File: config.mk
export PLATFORM = sky130hd
export DESIGN_NAME = ots_search
export DESIGN_NICKNAME = d
export VERILOG_FILES = /design/src/hdl/oscillator_trim_search_defines.svh /design/src/hdl/ots_pkg.sv /design/src/hdl/ots_search.sv
export SDC_FILE = /design/constraint.sdc
export NUM_CORES = 1
export LEC_CHECK = 0
export ABC_AREA = 1
export BUFFER_PORTS_ARGS = -buffer_cell sky130_fd_sc_hd__buf_4
export CAP_MARGIN = 20
export CORE_MARGIN = 5
export CORE_UTILIZATION = 50
export CTS_CLUSTER_DIAMETER = 150
export DETAILED_ROUTE_END_ITERATION = 7
export PLACE_DENSITY = 0.71
export SYNTH_ARGS = -nofsm -noshare
export SYNTH_HDL_FRONTEND = slang
export SYNTH_SLANG_ARGS = --single-unit
File: constraint.sdc
create_clock -name clk -period 10.8 [get_ports clk]
set_input_delay 1.08 -clock clk [delete_from_list [all_inputs] [get_ports clk]]
set_output_delay 1.08 -clock clk [all_outputs]
set_load 0.005 [all_outputs]
File: src/hdl/oscillator_trim_search_defines.svh
// Assertion macros for the oscillator trim search block.
// Expects clk and rst_n in the scope of each use; no other dependencies.
`ifndef OSCILLATOR_TRIM_SEARCH_DEFINES_SVH
`define OSCILLATOR_TRIM_SEARCH_DEFINES_SVH

// Same-cycle implication, disabled while reset is held.
`define OTS_ASSERT_NOW(lbl, ante, cons) \
  lbl: assert property (@(posedge clk) disable iff (!rst_n) (ante) |-> (cons)) \
    else $error("oscillator trim search: same-cycle check failed");

// Next-cycle implication, disabled while reset is held.
`define OTS_ASSERT_NEXT(lbl, ante, cons) \
  lbl: assert property (@(posedge clk) disable iff (!rst_n) (ante) |=> (cons)) \
    else $error("oscillator trim search: next-cycle check failed");

`endif

File: src/hdl/ots_pkg.sv
// Shared types and constants for the oscillator trim search block.
// No dependencies; the interfaces and all modules import this package.
package ots_pkg;

  localparam int TRIM_W     = 8;
  localparam int ERR_W      = 20;
  localparam int SUM_W      = 24;
  localparam int CFG_IDX_W  = 3;
  localparam int CFG_DATA_W = 20;

  // floor(x / 10) == (x * RECIP) >> RECIP_SHIFT for every x below 2**26
  localparam logic [SUM_W-1:0] RECIP       = 24'hCCCCCD;
  localparam int               RECIP_SHIFT = 27;
  localparam int               PROD_W      = 2 * SUM_W;

  // Register reset values
  localparam logic              RST_SEARCH_DOWN  = 1'b0;
  localparam logic [TRIM_W-1:0] RST_START_TRIM   = 8'h80;
  localparam logic [ERR_W-1:0]  RST_COARSE_THR   = 20'd2500;
  localparam logic [ERR_W-1:0]  RST_JUMP_LIMIT   = 20'd3500;
  localparam logic [ERR_W-1:0]  RST_WORSEN_MARG  = 20'd50;
  localparam logic [TRIM_W-1:0] RST_RETRY_OFFSET = 8'd6;

  typedef enum logic [2:0] {
    PH_IDLE   = 3'd0,
    PH_COARSE = 3'd1,
    PH_W1S    = 3'd2,
    PH_W1     = 3'd3,
    PH_W2S    = 3'd4,
    PH_W2     = 3'd5,
    PH_DONE   = 3'd6,
    PH_FAIL   = 3'd7
  } phase_t;

  typedef enum logic [1:0] {
    STAT_SEARCH   = 2'd0,
    STAT_FINISHED = 2'd1,
    STAT_FAILED   = 2'd2
  } status_t;

  typedef enum logic [CFG_IDX_W-1:0] {
    CFG_SEARCH_DOWN  = 3'd0,
    CFG_START_TRIM   = 3'd1,
    CFG_COARSE_THR   = 3'd2,
    CFG_JUMP_LIMIT   = 3'd3,
    CFG_WORSEN_MARG  = 3'd4,
    CFG_RETRY_OFFSET = 3'd5
  } cfg_idx_t;

  typedef struct packed {
    logic              search_down;
    logic [TRIM_W-1:0] start_trim;
    logic [ERR_W-1:0]  coarse_threshold;
    logic [ERR_W-1:0]  jump_limit;
    logic [ERR_W-1:0]  worsen_margin;
    logic [TRIM_W-1:0] retry_offset;
  } cfg_t;

  typedef struct packed {
    logic [TRIM_W-1:0] trim;
    logic              done_res;
    logic [ERR_W-1:0]  final_error;
    logic [1:0]        status;
  } res_t;

endpackage

File: src/hdl/ots_search.sv
// Search sequencer: holds trim, phase and best errors, steps once per word.
// Depends on ots_pkg; result fields follow the updated state.
module ots_search import ots_pkg::*; (
  input  logic             clk,
  input  logic             rst_n,
  input  logic             en,
  input  logic             cmd,
  input  logic [ERR_W-1:0] err,
  input  cfg_t             cfg,
  output res_t             res_nxt
);

  phase_t            phase_r, phase_nxt;
  logic [TRIM_W-1:0] trim_r, trim_nxt;
  logic [ERR_W-1:0]  best_r, best_nxt;
  logic [TRIM_W-1:0] first_trim_r, first_trim_nxt;
  logic [ERR_W-1:0]  first_err_r, first_err_nxt;
  logic              dir_r, dir_nxt;

  logic              adv_ok;
  logic [TRIM_W-1:0] adv_trim;
  logic [TRIM_W-1:0] back;
  logic [TRIM_W:0]   retry_sum;
  logic [TRIM_W:0]   retry_diff;
  logic              retry_ok;
  logic [TRIM_W-1:0] retry_trim;
  logic [ERR_W:0]    jump_sum;
  logic [ERR_W:0]    margin_sum;
  logic [ERR_W:0]    err_x;

  // one step in the walk direction, and the trim one step back
  assign adv_ok     = dir_r ? (trim_r != '0) : (trim_r != '1);
  assign adv_trim   = dir_r ? (trim_r - 1'b1) : (trim_r + 1'b1);
  assign back       = dir_r ? (trim_r + 1'b1) : (trim_r - 1'b1);
  assign retry_sum  = {1'b0, back} + {1'b0, cfg.retry_offset};
  assign retry_diff = {1'b0, back} - {1'b0, cfg.retry_offset};
  assign retry_ok   = dir_r ? !retry_diff[TRIM_W] : !retry_sum[TRIM_W];
  assign retry_trim = dir_r ? retry_diff[TRIM_W-1:0] : retry_sum[TRIM_W-1:0];
  assign jump_sum   = {1'b0, best_r} + {1'b0, cfg.jump_limit};
  assign margin_sum = {1'b0, best_r} + {1'b0, cfg.worsen_margin};
  assign err_x      = {1'b0, err};

  always_comb begin
    phase_nxt      = phase_r;
    trim_nxt       = trim_r;
    best_nxt       = best_r;
    first_trim_nxt = first_trim_r;
    first_err_nxt  = first_err_r;
    dir_nxt        = dir_r;
    if (!cmd) begin
      trim_nxt       = cfg.start_trim;
      dir_nxt        = cfg.search_down;
      best_nxt       = '0;
      first_trim_nxt = '0;
      first_err_nxt  = '0;
      phase_nxt      = PH_COARSE;
    end else begin
      unique case (phase_r)
        PH_COARSE: begin
          if (err <= cfg.coarse_threshold) begin
            phase_nxt = PH_W1S;
          end else if (adv_ok) begin
            trim_nxt = adv_trim;
          end else begin
            phase_nxt = PH_FAIL;
          end
        end
        PH_W1S, PH_W2S: begin
          best_nxt = err;
          if (!adv_ok) begin
            phase_nxt = PH_FAIL;
          end else begin
            trim_nxt  = adv_trim;
            phase_nxt = (phase_r == PH_W1S) ? PH_W1 : PH_W2;
          end
        end
        PH_W1, PH_W2: begin
          priority if (err_x > jump_sum || err_x <= margin_sum) begin
            // glitch skipped, or error still close enough: keep walking
            if (err_x <= jump_sum) begin
              best_nxt = err;
            end
            if (adv_ok) begin
              trim_nxt = adv_trim;
            end else begin
              phase_nxt = PH_FAIL;
            end
          end else if (phase_r == PH_W1) begin
            first_trim_nxt = back;
            first_err_nxt  = best_r;
            if (retry_ok) begin
              trim_nxt  = retry_trim;
              dir_nxt   = !dir_r;
              phase_nxt = PH_W2S;
            end else begin
              trim_nxt  = back;
              phase_nxt = PH_FAIL;
            end
          end else begin
            if (best_r < first_err_r) begin
              trim_nxt = back;
            end else begin
              trim_nxt = first_trim_r;
              best_nxt = first_err_r;
            end
            phase_nxt = PH_DONE;
          end
        end
        default: begin
          // idle, done and failed ignore measurements
        end
      endcase
    end
  end

  always_comb begin
    res_nxt.trim = trim_nxt;
    unique case (phase_nxt)
      PH_DONE: begin
        res_nxt.done_res    = 1'b1;
        res_nxt.final_error = best_nxt;
        res_nxt.status      = STAT_FINISHED;
      end
      PH_FAIL: begin
        res_nxt.done_res    = 1'b1;
        res_nxt.final_error = '0;
        res_nxt.status      = STAT_FAILED;
      end
      default: begin
        res_nxt.done_res    = 1'b0;
        res_nxt.final_error = '0;
        res_nxt.status      = STAT_SEARCH;
      end
    endcase
  end

  always_ff @(posedge clk) begin
    if (!rst_n) begin
      phase_r      <= PH_IDLE;
      trim_r       <= '0;
      best_r       <= '0;
      first_trim_r <= '0;
      first_err_r  <= '0;
      dir_r        <= 1'b0;
    end else if (en) begin
      phase_r      <= phase_nxt;
      trim_r       <= trim_nxt;
      best_r       <= best_nxt;
      first_trim_r <= first_trim_nxt;
      first_err_r  <= first_err_nxt;
      dir_r        <= dir_nxt;
    end
  end

endmodule
==> results.txt <==
----------------------------------------------------
[STA]
  Unrepaired setup endpoints after global routing ... no
  Worst-margin pin slew ... 872 ps
  Number of pins with negative max-slew slack in the final report ... 0
  Setup TNS ... 0 ps
  Worst hold slack after final layout ... 466 ps
  Fmax achieved ... 131 MHz
  Worst-case clock skew ... 10.3 ps
  Final setup violation count ... 0
  Final Critical Period ... 7630 ps
  Final period util ... 0.706
  Number of failing hold endpoints at the final stage ... 0
  Post-route setup slack ... 3170 ps
  Slew HR ... 0.417

[Global route]
  Global-route wire length before repair ... 52000 um
  Number of antenna violations at the first check in global routing ... 1
  Total grt overflow ... 0
  Overall Global Routing Usage ... 0.289
  Via count of the first global-routing pass ... 9911
  Largest net degree at the start of global routing ... 58

[CTS]
  Quantity of hold-fixing buffers added after cts ... 0
  Number of cells upsized or downsized after cts ... 0
  Buffer depth of the longest clock path ... 2
  Register clock-pin slew on the reported worst setup and hold paths ... 50 ps
  Number of clock buffers inserted by TritonCTS ... 9
  Clock tree from TritonCTS ... done
  # clock sinks ... 60
  H-tree depth ... 3
  Post-CTS setup buffer count ... 0
  Clock insertion delay at the later pin of the skew report ... 350 ps
  Clock root buffer ... clkbuf_16

[Synth]
  Post-synthesis area per instance ... 5.89 um^2
  Yosys cell types ... 46
  Seq/Total Area, Yosys ... 0.123
  Synthesized net count ... 1899
  Count of state elements after synthesis ... 60
  Summed instance area of the synthesized netlist ... 9750 um^2
  Async S/R FF share, synth ... 0
  Warnings, synthesis ... 0
  Most used flip-flop cell after synthesis ... dfxtp_1
  Number of enable-type register cells in the synthesized netlist ... 0
  Post-synthesis cell count ... 1656

[Layout]
  Fill count ... 2019
  Leading cell types in the layout, fill and taps excluded ... nand2_1 (461), inv_1 (180), a21oi_1 (161), nand3_1 (155), nor2_1 (147)
  Design area ... 11100 um^2
  Multi-input combinational cell area ... 7540 um^2
  Fraction of layout instances using a drive strength above 1 ... 0.108
  Syn-to-layout area delta ... 13.7%
  Inserted Diodes ... 0
  Leading cell type in the layout, fill and taps excluded ... nand2_1
  Register cell area after layout ... 1200 um^2
  Final net count ... 1985

[Min path]
  Worst Hold Path Cells ... 2
  Type of the worst min-delay path ... reg2reg
  Hold_sp ... first_trim_r[2]
  Hold path endpoint ... first_trim_r[2]

[Run status]
  Outcome ... finished, final reports clean

[Place]
  Detailed placement HPWL ... 26100 um
  I/O Buffers ... 131
  Placement Cell Area ... 10800 um^2
  Placement Setup Slack ... 3320 ps
  Weighted congestion reported at the end of routability-driven placement ... 0.940

[Die]
  Core ar. ... 19300 um^2
  Horiz. Die Dim ... 150 um
  Die footprint ... 22400 um^2
  Number of standard-cell rows in the floorplan ... 51
  Num ports ... 132
  Starting utilization of the core area ... 0.504
  Die height ... 150 um

[Setup path]
  Critical Path AT ... 6550 ps
  RR Endpoint ... first_trim_r[5]
  Critical-path maximum fanout ... 53
  Critical-path cell with the highest stage delay ... nand4_2
  Critical setup path kind ... in2out
  Setup slack of the worst register-to-register path ... 4510 ps
  Cell repeated most along the worst path ... nand2_1
  Crit path launch type ... input pin
  Worst Setup End Kind ... output pin
  Worst r2r src ... best_r[4]
  Required arrival time at the worst endpoint ... 9720 ps
  Depth of the worst register-to-register path ... 23
  Largest stage delay, worst path ... 710 ps

[Detailed routing]
  Remaining antenna violation count ... 0
  Detailed-route wire length per cell ... 16.4 um
  Starting DRC count in detailed routing ... 902
  Via-per-instance ratio ... 5.51
  Detailed-routing iteration count for the pre-antenna-repair pass ... 5
  Final routed wirelength across all metal layers ... 33000 um
  Number of DRC violations after detailed routing ... 0
  Number of vias after detailed routing ... 11100

[Power]
  Max rail drop VDD ... 0.0956 mV
  Power density relative to cell area ... 118 nW/um^2
  Leak Pwr ... 5.81 nW
  Overall Power ... 1.30 mW

[Flow run]
  Maximum Capacitance Violations ... 0

----------------------------------------------------
[cell families (layout without fill, tap and decap cells)]
kind of cell | Yosys count | in the layout | share of synthesized area
xor gates and xnor gates | 41 | 41 | 0.0368
and+or+nand+nor | 849 | 849 | 0.373
AOI/OAI and AO/OA | 318 | 318 | 0.178
buffers and inverters | 246 | 337 | 0.104
DFF | 60 | 60 | 0.123
adders and majority gates | 142 | 142 | 0.185
[state kept, by name (all words and copies together) (netlist names)]
signal,count
first_trim_r,8
dir_r,1
phase_r,3
first_err_r,20
best_r,20
trim_r,8
[per-stage QoR]
stage,utilization,instances
after floorplan,-,1656
after global placement,0.557,1995
after detailed placement,0.557,1995
after CTS,0.572,2011
after global routing,0.573,2012
final,0.573,2012
[power breakdown]
| group | leakage, nW | internal [mW] | total [mW] | switching, mW |
|---|---|---|---|---|
| logic | 5.18 | 0.266 | 0.748 | 0.481 |
| clock network | 0.139 | 0.178 | 0.290 | 0.113 |
| registers | 0.493 | 0.238 | 0.265 | 0.0271 |
| total | 5.81 | 0.682 | 1.30 | 0.621 |
[cells in the mapped netlist, drive strengths merged (3+ instances only)]
| cell | n | area (um^2) |
|---|---|---|
| a211oi | 5 | 37.5 |
| a21o | 7 | 52.6 |
| a21oi | 164 | 840 |
| a31oi | 8 | 50.1 |
| and2 | 4 | 25.0 |
| buf | 25 | 180 |
| clkbuf | 34 | 129 |
| dfxtp | 60 | 1200 |
| fa | 4 | 80.1 |
| ha | 138 | 1730 |
| inv | 185 | 694 |
| nand2 | 469 | 1790 |
| nand3 | 160 | 833 |
| nand3b | 3 | 22.5 |
| nand4 | 39 | 256 |
| nor2 | 161 | 644 |
| nor3 | 8 | 40.0 |
| o211ai | 5 | 37.5 |
| o21a | 19 | 143 |
| o21ai | 103 | 516 |
| o21bai | 3 | 22.5 |
| xnor2 | 17 | 149 |
| xor2 | 24 | 210 |
[worst max-delay path: cells and delay by family]
kind                       cells  cell delay (ps)
buffers and inverters          3              340
adders and majority gates      2              600
and+or+nand+nor               12             2910
xor gates and xnor gates       1              170
AOI/OAI and AO/OA              7             1420
[cell type report]
cell class	instances	share of cell area
well taps	265	0.0299
flip-flops and latches	60	0.108
clock buffers	11	0.0210
clock inverters	5	0.00474
inverters	187	0.0633
multi-input cells	1350	0.680
repair buffers	134	0.0926
[per-layer routing]
metal | wire [um] | vias to the layer above | global-route usage
met5 | 7 | - | 0
met4 | 720 | 2 | 0.0673
met3 | 2380 | 56 | 0.0454
met2 | 14400 | 428 | 0.458
met1 | 15500 | 4934 | 0.412
li1 | - | 5665 | -
[worst max-delay path by stage]
stage | end | cells after the start | from
final | res_nxt[12] | 25 | cfg[32]
after global routing | res_nxt[12] | 25 | cfg[30]
after CTS | res_nxt[12] | 25 | cfg[32]
after detailed placement | res_nxt[12] | 25 | cfg[32]
after global placement | res_nxt[3] | 25 | cfg[30]
after floorplan | res_nxt[10] | 24 | cfg[32]
Note: power is estimated with default switching activity, not from simulation.
